--- config.mk ---
export PLATFORM = sky130hd
export DESIGN_NAME = multi_slot_repeat_timer_top
export DESIGN_NICKNAME = d
export VERILOG_FILES = /design/src/design/msrt_pkg.sv /design/src/design/multi_slot_repeat_timer_top.sv /design/src/design/msrt_front.sv /design/src/design/msrt_fifo.sv /design/src/design/msrt_back.sv
export VERILOG_INCLUDE_DIRS = /design/src /design/src/design
export SDC_FILE = /design/constraint.sdc
export NUM_CORES = 2
export LEC_CHECK = 0
export BUFFER_PORTS_ARGS = -buffer_cell sky130_fd_sc_hd__buf_2
export CAP_MARGIN = 0
export CORE_MARGIN = 4
export CORE_UTILIZATION = 59
export DETAILED_ROUTE_END_ITERATION = 12
export GPL_ROUTABILITY_DRIVEN = 0
export GPL_TIMING_DRIVEN = 0
export PLACE_DENSITY = 0.75
export SLEW_MARGIN = 20
export SYNTH_ARGS = -nofsm -noshare
export SYNTH_HDL_FRONTEND = slang
export SYNTH_SLANG_ARGS = --single-unit
--- constraint.sdc ---
create_clock -name clk -period 11.57 [get_ports clk]
set_input_delay 1.7355 -clock clk [delete_from_list [all_inputs] [get_ports clk]]
set_output_delay 1.7355 -clock clk [all_outputs]
set_load 0.005 [all_outputs]
--- src/design/multi_slot_repeat_timer_top_macros.svh ---
// assertion macros shared by the timer design
`ifndef MULTI_SLOT_REPEAT_TIMER_TOP_MACROS_SVH
`define MULTI_SLOT_REPEAT_TIMER_TOP_MACROS_SVH
`ifndef SYNTHESIS
// same-cycle implication, held off while in reset
`define MSRT_ASSERT_NOW(label, ck, rs, ante, cons) \
  label: assert property (@(posedge ck) disable iff (rs) (ante) |-> (cons)) \
    else $error("msrt assertion failed");
// next-cycle implication, held off while in reset
`define MSRT_ASSERT_NEXT(label, ck, rs, ante, cons) \
  label: assert property (@(posedge ck) disable iff (rs) (ante) |=> (cons)) \
    else $error("msrt assertion failed");
`else
`define MSRT_ASSERT_NOW(label, ck, rs, ante, cons)
`define MSRT_ASSERT_NEXT(label, ck, rs, ante, cons)
`endif
`endif

--- src/design/msrt_pkg.sv ---
// ----------------------------------------------------------------------------
// msrt_pkg
// Types, codes and sizes shared by the repeating timer table.
// ----------------------------------------------------------------------------
`default_nettype none

package msrt_pkg;

  localparam int SLOTS     = 16;
  localparam int IDX_W     = $clog2(SLOTS);
  localparam int ID_W      = 4;
  // ids past 15 cannot be addressed, so the scan stops at the smaller bound
  localparam int SCAN_LAST = ((SLOTS < 16) ? SLOTS : 16) - 1;
  localparam int QDEPTH    = 4;
  localparam int QA_W      = $clog2(QDEPTH);

  typedef enum logic [1:0] {
    FN_TICK  = 2'd0,
    FN_START = 2'd1,
    FN_STOP  = 2'd2,
    FN_AGAIN = 2'd3
  } func_t;

  typedef enum logic [2:0] {
    CLS_TICK,
    CLS_REJ_ZERO,
    CLS_REJ_RANGE,
    CLS_START,
    CLS_STOP,
    CLS_AGAIN
  } cls_t;

  typedef enum logic [1:0] {
    STAT_OK       = 2'd0,
    STAT_ID_ZERO  = 2'd1,
    STAT_NO_TIMER = 2'd2
  } status_t;

  typedef enum logic {
    EV_STATUS = 1'b0,
    EV_EXPIRY = 1'b1
  } kind_t;

  typedef enum logic [1:0] {
    S_IDLE,
    S_SCAN,
    S_EVAL,
    S_FLUSH
  } state_t;

  typedef struct packed {
    cls_t             cls;
    logic [ID_W-1:0]  id;
    logic [IDX_W-1:0] slot;
    logic [31:0]      timeout_ms;
    logic [15:0]      repeat_count;
    logic [31:0]      interval_ms;
  } item_t;

  typedef struct packed {
    logic [63:0] deadline;
    logic [31:0] interval;
    logic [15:0] repeats;
  } entry_t;

endpackage

`default_nettype wire

--- src/design/multi_slot_repeat_timer_top.sv ---
// ----------------------------------------------------------------------------
// multi_slot_repeat_timer_top
// Timer table with repeat counts, driven by millisecond tick beats.
// ----------------------------------------------------------------------------
//  channel  handshake              payload
//  in       in_valid / in_stall    func, timer_sel, timeout_ms, repeat_count,
//                                  interval_ms
//  out      out_valid / out_stall  event_kind, fired_id, status, repeats_left,
//                                  last
//
//  a command is handled in the idle state of the back end and gives one status beat
//  a tick is popped as the time counter steps; then slots 1..15 are walked
//  through the single-port slot memory: an idle slot is passed in the scan
//  state, an armed slot is read there and checked in eval, and flush ends it
//  the queue takes up to four beats while the back end is busy
//  reset (synchronous) clears the time counter, armed bits and queue
//  out_stall holds the output register and pauses the scan when a result waits
`default_nettype none

module multi_slot_repeat_timer_top (
  input  wire logic        clk,
  input  wire logic        rst,
  input  wire logic        in_valid,
  output logic             in_stall,
  input  wire logic [1:0]  func,
  input  wire logic [3:0]  timer_sel,
  input  wire logic [31:0] timeout_ms,
  input  wire logic [15:0] repeat_count,
  input  wire logic [31:0] interval_ms,
  output logic             out_valid,
  input  wire logic        out_stall,
  output logic             event_kind,
  output logic [3:0]       fired_id,
  output logic [1:0]       status,
  output logic [15:0]      repeats_left,
  output logic             last
);

  logic            push;
  logic            full;
  logic            pop;
  logic            nonempty;
  msrt_pkg::item_t push_item;
  msrt_pkg::item_t head_item;

  msrt_front u_front (
    .in_valid     (in_valid),
    .in_stall     (in_stall),
    .func         (func),
    .timer_sel    (timer_sel),
    .timeout_ms   (timeout_ms),
    .repeat_count (repeat_count),
    .interval_ms  (interval_ms),
    .full         (full),
    .push         (push),
    .item         (push_item)
  );

  msrt_fifo u_fifo (
    .clk      (clk),
    .rst      (rst),
    .push     (push),
    .item_in  (push_item),
    .full     (full),
    .pop      (pop),
    .item_out (head_item),
    .nonempty (nonempty)
  );

  msrt_back u_back (
    .clk          (clk),
    .rst          (rst),
    .q_valid      (nonempty),
    .q_item       (head_item),
    .q_pop        (pop),
    .out_valid    (out_valid),
    .out_stall    (out_stall),
    .event_kind   (event_kind),
    .fired_id     (fired_id),
    .status       (status),
    .repeats_left (repeats_left),
    .last         (last)
  );

endmodule

`default_nettype wire

--- src/design/msrt_front.sv ---
// ----------------------------------------------------------------------------
// msrt_front
// Takes input beats and sorts each into a tick or a checked command.
// ----------------------------------------------------------------------------
`default_nettype none

module msrt_front (
  input  wire logic                       in_valid,
  output logic                            in_stall,
  input  wire logic [1:0]                 func,
  input  wire logic [3:0]                 timer_sel,
  input  wire logic [31:0]                timeout_ms,
  input  wire logic [15:0]                repeat_count,
  input  wire logic [31:0]                interval_ms,
  input  wire logic                       full,
  output logic                            push,
  output msrt_pkg::item_t                 item
);

  msrt_pkg::cls_t cmd_cls;

  always_comb begin
    case (msrt_pkg::func_t'(func))
      msrt_pkg::FN_START: cmd_cls = msrt_pkg::CLS_START;
      msrt_pkg::FN_STOP:  cmd_cls = msrt_pkg::CLS_STOP;
      msrt_pkg::FN_AGAIN: cmd_cls = msrt_pkg::CLS_AGAIN;
      default:            cmd_cls = msrt_pkg::CLS_TICK;
    endcase
  end

  always_comb begin
    item.id           = timer_sel;
    item.slot         = msrt_pkg::IDX_W'(timer_sel);
    item.timeout_ms   = timeout_ms;
    item.repeat_count = repeat_count;
    item.interval_ms  = interval_ms;
    if (cmd_cls == msrt_pkg::CLS_TICK) begin
      item.cls = msrt_pkg::CLS_TICK;
    end else if (timer_sel == '0) begin
      item.cls = msrt_pkg::CLS_REJ_ZERO;
    end else if (32'(timer_sel) >= 32'(msrt_pkg::SLOTS)) begin
      item.cls = msrt_pkg::CLS_REJ_RANGE;
    end else begin
      item.cls = cmd_cls;
    end
  end

  assign in_stall = full;
  assign push     = in_valid && !full;

endmodule

`default_nettype wire

--- src/design/msrt_fifo.sv ---
// ----------------------------------------------------------------------------
// msrt_fifo
// Short queue of classified items between the front and the back.
// ----------------------------------------------------------------------------
`default_nettype none

module msrt_fifo (
  input  wire logic             clk,
  input  wire logic             rst,
  input  wire logic             push,
  input  wire msrt_pkg::item_t  item_in,
  output logic                  full,
  input  wire logic             pop,
  output msrt_pkg::item_t       item_out,
  output logic                  nonempty
);

  msrt_pkg::item_t               slots_q [msrt_pkg::QDEPTH];
  logic [msrt_pkg::QA_W-1:0]     wr_ptr;
  logic [msrt_pkg::QA_W-1:0]     rd_ptr;
  logic [msrt_pkg::QA_W:0]       count;

  assign full     = (count == (msrt_pkg::QA_W + 1)'(msrt_pkg::QDEPTH));
  assign nonempty = (count != '0);
  assign item_out = slots_q[rd_ptr];

  always_ff @(posedge clk) begin
    if (push) begin
      slots_q[wr_ptr] <= item_in;
    end
  end

  always_ff @(posedge clk) begin
    if (rst) begin
      wr_ptr <= '0;
      rd_ptr <= '0;
      count  <= '0;
    end else begin
      if (push) begin
        wr_ptr <= wr_ptr + 1'b1;
      end
      if (pop) begin
        rd_ptr <= rd_ptr + 1'b1;
      end
      case ({push, pop})
        2'b10:   count <= count + 1'b1;
        2'b01:   count <= count - 1'b1;
        default: count <= count;
      endcase
    end
  end

endmodule

`default_nettype wire

--- src/design/msrt_back.sv ---
// ----------------------------------------------------------------------------
// msrt_back
// Owns the time counter and slot table; runs commands and tick scans.
// ----------------------------------------------------------------------------
`default_nettype none

`include "multi_slot_repeat_timer_top_macros.svh"

module msrt_back (
  input  wire logic             clk,
  input  wire logic             rst,
  input  wire logic             q_valid,
  input  wire msrt_pkg::item_t  q_item,
  output logic                  q_pop,
  output logic                  out_valid,
  input  wire logic             out_stall,
  output logic                  event_kind,
  output logic [3:0]            fired_id,
  output logic [1:0]            status,
  output logic [15:0]           repeats_left,
  output logic                  last
);

  localparam logic [msrt_pkg::IDX_W-1:0] IDX_FIRST = msrt_pkg::IDX_W'(1);
  localparam logic [msrt_pkg::IDX_W-1:0] IDX_END   =
    msrt_pkg::IDX_W'(msrt_pkg::SCAN_LAST);

  msrt_pkg::state_t              state, state_next;
  logic [msrt_pkg::IDX_W-1:0]    idx, idx_next;
  logic [63:0]                   now, now_next;
  logic [msrt_pkg::SLOTS-1:0]    armed, armed_next;
  logic                          pend_valid, pend_valid_next;
  logic [3:0]                    pend_id, pend_id_next;
  logic [15:0]                   pend_left, pend_left_next;

  msrt_pkg::entry_t              mem [msrt_pkg::SLOTS];
  msrt_pkg::entry_t              rd_q;
  msrt_pkg::entry_t              wd;
  logic                          we, re;
  logic [msrt_pkg::IDX_W-1:0]    wa, ra;

  logic                          out_free;
  logic                          ld;
  msrt_pkg::kind_t               ld_kind;
  logic [3:0]                    ld_id;
  msrt_pkg::status_t             ld_status;
  logic [15:0]                   ld_reps;
  logic                          ld_last;

  logic                          fire;
  logic [15:0]                   left;
  logic                          scan_end;

  assign out_free = !out_valid || !out_stall;
  assign fire     = (rd_q.deadline <= now);
  assign left     = (rd_q.repeats != '0) ? (rd_q.repeats - 16'd1) : 16'd0;
  assign scan_end = (idx == IDX_END);

  always_comb begin
    state_next      = state;
    idx_next        = idx;
    now_next        = now;
    armed_next      = armed;
    pend_valid_next = pend_valid;
    pend_id_next    = pend_id;
    pend_left_next  = pend_left;
    q_pop           = 1'b0;
    we              = 1'b0;
    wa              = idx;
    wd              = '0;
    re              = 1'b0;
    ra              = idx;
    ld              = 1'b0;
    ld_kind         = msrt_pkg::EV_STATUS;
    ld_id           = '0;
    ld_status       = msrt_pkg::STAT_OK;
    ld_reps         = '0;
    ld_last         = 1'b1;

    case (state)
      msrt_pkg::S_IDLE: begin
        if (q_valid && q_item.cls == msrt_pkg::CLS_TICK) begin
          now_next        = now + 64'd1;
          q_pop           = 1'b1;
          idx_next        = IDX_FIRST;
          pend_valid_next = 1'b0;
          state_next      = msrt_pkg::S_SCAN;
        end else if (q_valid && out_free) begin
          q_pop = 1'b1;
          ld    = 1'b1;
          ld_id = q_item.id;
          wa    = q_item.slot;
          wd    = '{deadline: now + 64'(q_item.timeout_ms),
                    interval: q_item.interval_ms,
                    repeats:  q_item.repeat_count};
          case (q_item.cls)
            msrt_pkg::CLS_REJ_ZERO:  ld_status = msrt_pkg::STAT_ID_ZERO;
            msrt_pkg::CLS_REJ_RANGE: ld_status = msrt_pkg::STAT_NO_TIMER;
            msrt_pkg::CLS_START: begin
              we                      = 1'b1;
              armed_next[q_item.slot] = 1'b1;
            end
            msrt_pkg::CLS_STOP: begin
              if (armed[q_item.slot]) begin
                armed_next[q_item.slot] = 1'b0;
              end else begin
                ld_status = msrt_pkg::STAT_NO_TIMER;
              end
            end
            msrt_pkg::CLS_AGAIN: begin
              if (armed[q_item.slot]) begin
                we = 1'b1;
              end else begin
                ld_status = msrt_pkg::STAT_NO_TIMER;
              end
            end
            default: ld_status = msrt_pkg::STAT_OK;
          endcase
        end
      end

      msrt_pkg::S_SCAN: begin
        if (armed[idx]) begin
          re         = 1'b1;
          ra         = idx;
          state_next = msrt_pkg::S_EVAL;
        end else if (scan_end) begin
          state_next = msrt_pkg::S_FLUSH;
        end else begin
          idx_next = idx + 1'b1;
        end
      end

      msrt_pkg::S_EVAL: begin
        // a fired slot waits here until the held result can move out
        if (!fire || !pend_valid || out_free) begin
          if (fire) begin
            if (pend_valid) begin
              ld        = 1'b1;
              ld_kind   = msrt_pkg::EV_EXPIRY;
              ld_id     = pend_id;
              ld_reps   = pend_left;
              ld_last   = 1'b0;
            end
            pend_valid_next = 1'b1;
            pend_id_next    = 4'(idx);
            pend_left_next  = left;
            we              = 1'b1;
            wa              = idx;
            wd              = '{deadline: now + 64'(rd_q.interval),
                                interval: rd_q.interval,
                                repeats:  left};
            if (left == '0) begin
              armed_next[idx] = 1'b0;
            end
          end
          if (scan_end) begin
            state_next = msrt_pkg::S_FLUSH;
          end else begin
            idx_next   = idx + 1'b1;
            state_next = msrt_pkg::S_SCAN;
          end
        end
      end

      msrt_pkg::S_FLUSH: begin
        if (!pend_valid) begin
          state_next = msrt_pkg::S_IDLE;
        end else if (out_free) begin
          ld              = 1'b1;
          ld_kind         = msrt_pkg::EV_EXPIRY;
          ld_id           = pend_id;
          ld_reps         = pend_left;
          ld_last         = 1'b1;
          pend_valid_next = 1'b0;
          state_next      = msrt_pkg::S_IDLE;
        end
      end

      default: state_next = msrt_pkg::S_IDLE;
    endcase
  end

  always_ff @(posedge clk) begin
    if (we) begin
      mem[wa] <= wd;
    end
    if (re) begin
      rd_q <= mem[ra];
    end
  end

  always_ff @(posedge clk) begin
    if (rst) begin
      state      <= msrt_pkg::S_IDLE;
      idx        <= '0;
      now        <= '0;
      armed      <= '0;
      pend_valid <= 1'b0;
    end else begin
      state      <= state_next;
      idx        <= idx_next;
      now        <= now_next;
      armed      <= armed_next;
      pend_valid <= pend_valid_next;
    end
  end

  always_ff @(posedge clk) begin
    pend_id   <= pend_id_next;
    pend_left <= pend_left_next;
  end

  always_ff @(posedge clk) begin
    if (rst) begin
      out_valid <= 1'b0;
    end else if (ld) begin
      out_valid <= 1'b1;
    end else if (!out_stall) begin
      out_valid <= 1'b0;
    end
  end

  always_ff @(posedge clk) begin
    if (ld) begin
      event_kind   <= ld_kind;
      fired_id     <= ld_id;
      status       <= ld_status;
      repeats_left <= ld_reps;
      last         <= ld_last;
    end
  end

  `MSRT_ASSERT_NOW(a_no_overwrite, clk, rst, out_valid && out_stall, !ld)
  `MSRT_ASSERT_NOW(a_pop_idle, clk, rst, state != msrt_pkg::S_IDLE, !q_pop)
  `MSRT_ASSERT_NOW(a_idle_empty, clk, rst, state == msrt_pkg::S_IDLE, !pend_valid)
  `MSRT_ASSERT_NEXT(a_flush_last, clk, rst,
    state == msrt_pkg::S_FLUSH && pend_valid && out_free, out_valid && last)

endmodule

`default_nettype wire
==> flow_results.xml <==
<?xml version="1.0" encoding="UTF-8"?>
<metrics>
  <group name="worst_setup_path">
    <metric name="critical_path_arrival" unit="ns">8.29</metric>
    <metric name="critical_path.startpoint_type" unit="">register</metric>
    <metric name="crit_path_end_kind" unit="">register</metric>
    <metric name="worstSetupPathType" unit="">register to register</metric>
    <metric name="crit_path_max_fanout" unit="">16</metric>
    <metric name="critical_path_required" unit="ns">12.08</metric>
  </group>
  <group name="clock_tree">
    <metric name="numCtsBuffers" unit="">221</metric>
    <metric name="clk-insertion-delay-late" unit="ns">0.88</metric>
    <metric name="post-cts-setup-buffer-count" unit="">0</metric>
    <metric name="ctsResizeCount" unit="">0</metric>
    <metric name="clk_transition_reported_paths" unit="ns">0.07</metric>
    <metric name="root_buffer" unit="">sky130_fd_sc_hd__clkbuf_16</metric>
    <metric name="tritoncts_clock_tree" unit="">yes</metric>
    <metric name="htree_num_levels" unit="">4</metric>
    <metric name="numClockSinks" unit="">2393</metric>
    <metric name="cts_max_path_buffers" unit="">3</metric>
    <metric name="holdBufCountCts" unit="">0</metric>
  </group>
  <group name="synthesis">
    <metric name="post_synth_num_cell_types" unit="">86</metric>
    <metric name="synth_most_common_cell" unit="">sky130_fd_sc_hd__edfxtp_1</metric>
    <metric name="async_flop_share" unit="%">0</metric>
    <metric name="post_syn_area" unit="um^2">96400</metric>
    <metric name="synth_seq_area_share" unit="%">73.5</metric>
    <metric name="ys_warn_count" unit="">0</metric>
    <metric name="synth_top_cells_by_area" unit="">sky130_fd_sc_hd__edfxtp_1 (71%), sky130_fd_sc_hd__mux4_2 (15%), sky130_fd_sc_hd__dfxtp_1 (2.0%)</metric>
    <metric name="synthesis.instances" unit="">4805</metric>
    <metric name="synth-main-ff-cell" unit="">sky130_fd_sc_hd__edfxtp_1</metric>
    <metric name="synth_top_cells_by_count" unit="">sky130_fd_sc_hd__edfxtp_1 (2296), sky130_fd_sc_hd__mux4_2 (656), sky130_fd_sc_hd__nor2_1 (172)</metric>
    <metric name="number_of_flops_mapped_to_enable_cells_by_yosys" unit="">2296</metric>
    <metric name="synth_area_leader_cell" unit="">sky130_fd_sc_hd__edfxtp_1</metric>
    <metric name="yosys.area.top_type_share" unit="%">71.5</metric>
    <metric name="yosys_register_bits" unit="">2393</metric>
    <metric name="syn_nets" unit="">5041</metric>
    <metric name="syn_area_per_cell" unit="um^2">20.1</metric>
  </group>
  <group name="routing">
    <metric name="routed-via-count" unit="">52900</metric>
    <metric name="detail_route.iter0.violations" unit="">8303</metric>
    <metric name="post-route-drc-count" unit="">0</metric>
    <metric name="avgViaCountPerCell" unit="">6.89</metric>
    <metric name="wl_per_cell" unit="um">34.0</metric>
    <metric name="dr.pass1.iters" unit="">9</metric>
    <metric name="finalWirelength" unit="mm">261</metric>
    <metric name="postRouteAntennaNets" unit="">0</metric>
  </group>
  <group name="placement">
    <metric name="post_dp_cell_area" unit="um^2">104000</metric>
    <metric name="pre_cts_ws" unit="ns">3.82</metric>
    <metric name="numPortBuffers" unit="">115</metric>
    <metric name="dp.final_hpwl" unit="mm">167</metric>
  </group>
  <group name="final_layout">
    <metric name="post-route-util" unit="%">68.1</metric>
    <metric name="flow.area_growth_from_synthesis" unit="%">14.9</metric>
    <metric name="layout-drive-gt1-share" unit="%">25.8</metric>
    <metric name="design_area" unit="um^2">111000</metric>
    <metric name="final_nets" unit="">5543</metric>
  </group>
  <group name="pwr">
    <metric name="net-switching-power" unit="mW">6.59</metric>
    <metric name="power_per_cell_area" unit="nW/um^2">208</metric>
    <metric name="vdd_ir_drop_max" unit="uV">221</metric>
    <metric name="power_leakage" unit="nW">35.4</metric>
    <metric name="sequentialPowerShare" unit="%">46.9</metric>
    <metric name="switching_share" unit="%">28.5</metric>
    <metric name="power_frac_comb" unit="%">22.6</metric>
    <metric name="clock_power_share" unit="%">30.5</metric>
    <metric name="internal_power" unit="mW">16.5</metric>
  </group>
  <group name="sta">
    <metric name="postLayoutSetupSlackWorst" unit="ns">3.79</metric>
    <metric name="slew_violations" unit="">0</metric>
    <metric name="clock-skew-final" unit="ns">0.0513</metric>
    <metric name="fin_crit" unit="ns">7.78</metric>
    <metric name="rsz_0062_raised_after_global_routing" unit="">no</metric>
    <metric name="timing_worst_slew_pin_value" unit="ns">1.22</metric>
    <metric name="fmax" unit="GHz">0.129</metric>
    <metric name="timing.slew.headroom" unit="%">18.7</metric>
    <metric name="hold_viol" unit="">0</metric>
    <metric name="finalSetupViolations" unit="">0</metric>
    <metric name="timing.final.crit_share" unit="%">67.2</metric>
  </group>
  <group name="grt">
    <metric name="via_count_of_the_first_global_routing_pass" unit="">52500</metric>
    <metric name="initial_antenna_violation_count" unit="">22</metric>
    <metric name="grt_pass1_wl" unit="mm">375</metric>
    <metric name="globalRouteTotalUtil" unit="%">31.1</metric>
    <metric name="gr-total-overflow" unit="">0</metric>
    <metric name="grt_max_degree" unit="">43</metric>
  </group>
  <group name="floorplan">
    <metric name="number_of_standard_cell_rows_in_the_floorplan" unit="">148</metric>
    <metric name="initial_core_utilization" unit="%">59.3</metric>
    <metric name="top_level_ports" unit="">116</metric>
    <metric name="fp.dieArea" unit="um^2">170000</metric>
    <metric name="die_outline_height" unit="um">412</metric>
    <metric name="die_x" unit="um">412</metric>
    <metric name="coreArea" unit="um^2">163000</metric>
  </group>
  <group name="worst_hold_path">
    <metric name="worst_hold_path_type" unit="">register to register</metric>
  </group>
  <group name="flow_run">
    <metric name="maxCapViolCount" unit="">0</metric>
  </group>
  <group name="status">
    <metric name="outcome" unit="">finished, final reports clean</metric>
  </group>
</metrics>
## placed cells by master, fill, tap and decap left out, types with 13 or more instances in the layout
cell type and instances:
sky130_fd_sc_hd__buf_16 81, sky130_fd_sc_hd__a32o_1 15, sky130_fd_sc_hd__a22o_1 38, sky130_fd_sc_hd__a21o_1 37, sky130_fd_sc_hd__a21oi_2 15, sky130_fd_sc_hd__buf_4 21
sky130_fd_sc_hd__clkinv_1 52, sky130_fd_sc_hd__o32ai_1 14, sky130_fd_sc_hd__clkbuf_1 166, sky130_fd_sc_hd__clkbuf_2 58, sky130_fd_sc_hd__o21ai_1 26, sky130_fd_sc_hd__dfxtp_1 97
sky130_fd_sc_hd__nand2_1 166, sky130_fd_sc_hd__nand4_1 36, sky130_fd_sc_hd__nor3_1 31, sky130_fd_sc_hd__clkbuf_16 223, sky130_fd_sc_hd__ha_1 143, sky130_fd_sc_hd__a211oi_1 18
sky130_fd_sc_hd__nor2b_1 13, sky130_fd_sc_hd__nor2_4 16, sky130_fd_sc_hd__buf_12 56, sky130_fd_sc_hd__xor2_1 36, sky130_fd_sc_hd__clkinv_2 43, sky130_fd_sc_hd__a31oi_1 20
sky130_fd_sc_hd__nor4_1 18, sky130_fd_sc_hd__inv_1 109, sky130_fd_sc_hd__mux4_2 656, sky130_fd_sc_hd__diode_2 15, sky130_fd_sc_hd__nand2b_1 16, sky130_fd_sc_hd__edfxtp_1 2296
sky130_fd_sc_hd__o21ai_0 82, sky130_fd_sc_hd__buf_2 130, sky130_fd_sc_hd__a21oi_1 145, sky130_fd_sc_hd__xnor2_1 96, sky130_fd_sc_hd__nor2_1 156, sky130_fd_sc_hd__buf_1 25
sky130_fd_sc_hd__nand3_1 47, sky130_fd_sc_hd__and3_1 19, sky130_fd_sc_hd__o22ai_2 21, sky130_fd_sc_hd__and2_1 30
## power by group through the flow
stage          Combinational (mW)  Clock (mW)  Sequential, mW
6_report                     5.22        7.03            10.8
3_3_place_gp                 4.71           0            11.1
3_5_place_dp                 5.08           0            11.0
2_1_floorplan                3.17           0            11.0
5_1_grt                      5.51        7.49            10.8
4_1_cts                      5.14        7.08            10.8
## registers in the layout, summed over array words and instances (netlist names), named ones only
name and flops:
u_back.repeats_left 16, u_fifo.rd_ptr 2, u_fifo.count 3, u_back.now 64, u_back.mem 1792, u_back.idx 4
u_back.pend_valid 1, u_back.status 2, u_back.event_kind 1, u_back.pend_left 16, u_back.pend_id 4, u_back.out_valid 1
u_fifo.wr_ptr 2, u_back.fired_id 4, u_back.state 2, u_back.rd_q 112, u_back.last 1, u_fifo.slots_q 348
## cell type report
class,count,area (um^2)
Buffer,220,928
Clock inverter,129,1050
Inverter,111,417
Sequential cell,2393,70900
Timing Repair Buffer,279,4160
Tap cell,2175,2720
Antenna cell,15,37.5
Multi-Input combinational cell,2081,24700
Fill cell,9888,51800
Clock buffer,281,5920
## final timing paths
path / from / endpoint / slack, ns / cells past startpoint
hold reg to reg: u_back.idx[3] / u_back.pend_id[3] / 0.45 / 0
hold / removal: u_back.idx[3] / u_back.pend_id[3] / 0.45 / 0
setup reg to reg: register / u_back.mem[0][110] / 3.79 / 17
setup / recovery: register / u_back.mem[0][110] / 3.79 / 17
## worst max-delay path, cell delays in order (launching register included)
cell and delay, ns:
sky130_fd_sc_hd__dfxtp_1 0.33, sky130_fd_sc_hd__buf_6 0.15, sky130_fd_sc_hd__buf_2 0.41, sky130_fd_sc_hd__buf_2 0.62, sky130_fd_sc_hd__buf_1 0.72, sky130_fd_sc_hd__mux4_2 0.65
sky130_fd_sc_hd__ha_1 0.36, sky130_fd_sc_hd__a211o_1 0.29, sky130_fd_sc_hd__a21oi_1 0.26, sky130_fd_sc_hd__nand4_1 0.14, sky130_fd_sc_hd__a221oi_1 0.73, sky130_fd_sc_hd__a221oi_1 0.29
sky130_fd_sc_hd__o211ai_1 0.46, sky130_fd_sc_hd__a21oi_1 0.34, sky130_fd_sc_hd__clkbuf_1 0.38, sky130_fd_sc_hd__o21ai_0 0.29, sky130_fd_sc_hd__a211oi_1 0.11, sky130_fd_sc_hd__a21oi_1 0.86
## logic make-up (layout without fill, tap and decap cells)
family,Yosys count,after routing,share of synthesized area (%)
compound gates,535,535,3.59
xor+xnor,132,132,1.20
fa+ha+maj,146,146,1.92
simple gates,607,607,3.11
other cells,0,15,0
flops,2393,2393,73.5
buf+inv,331,1020,1.31
mux,661,661,15.4
## metrics by stage
step	instances	TNS [ns]	power, mW	hold WS [ns]
after global routing	7671	0	23.8	0.443
final	7684	0	23.1	0.445
after floorplan	4805	0	14.2	0.406
after detailed placement	7256	0	16.1	0.428
after CTS	7666	0	23.0	0.433
after global placement	7095	-7259.02	15.8	0.423
## layer usage
layer	track usage, %	wire length [um]	vias to the layer above
met5	0	69	-
met4	12.7	12600	10
met3	8.06	31600	727
met2	48.3	124000	3989
met1	42.8	93000	27200
li1	-	-	21000
Power figures use the tool's default switching activity.
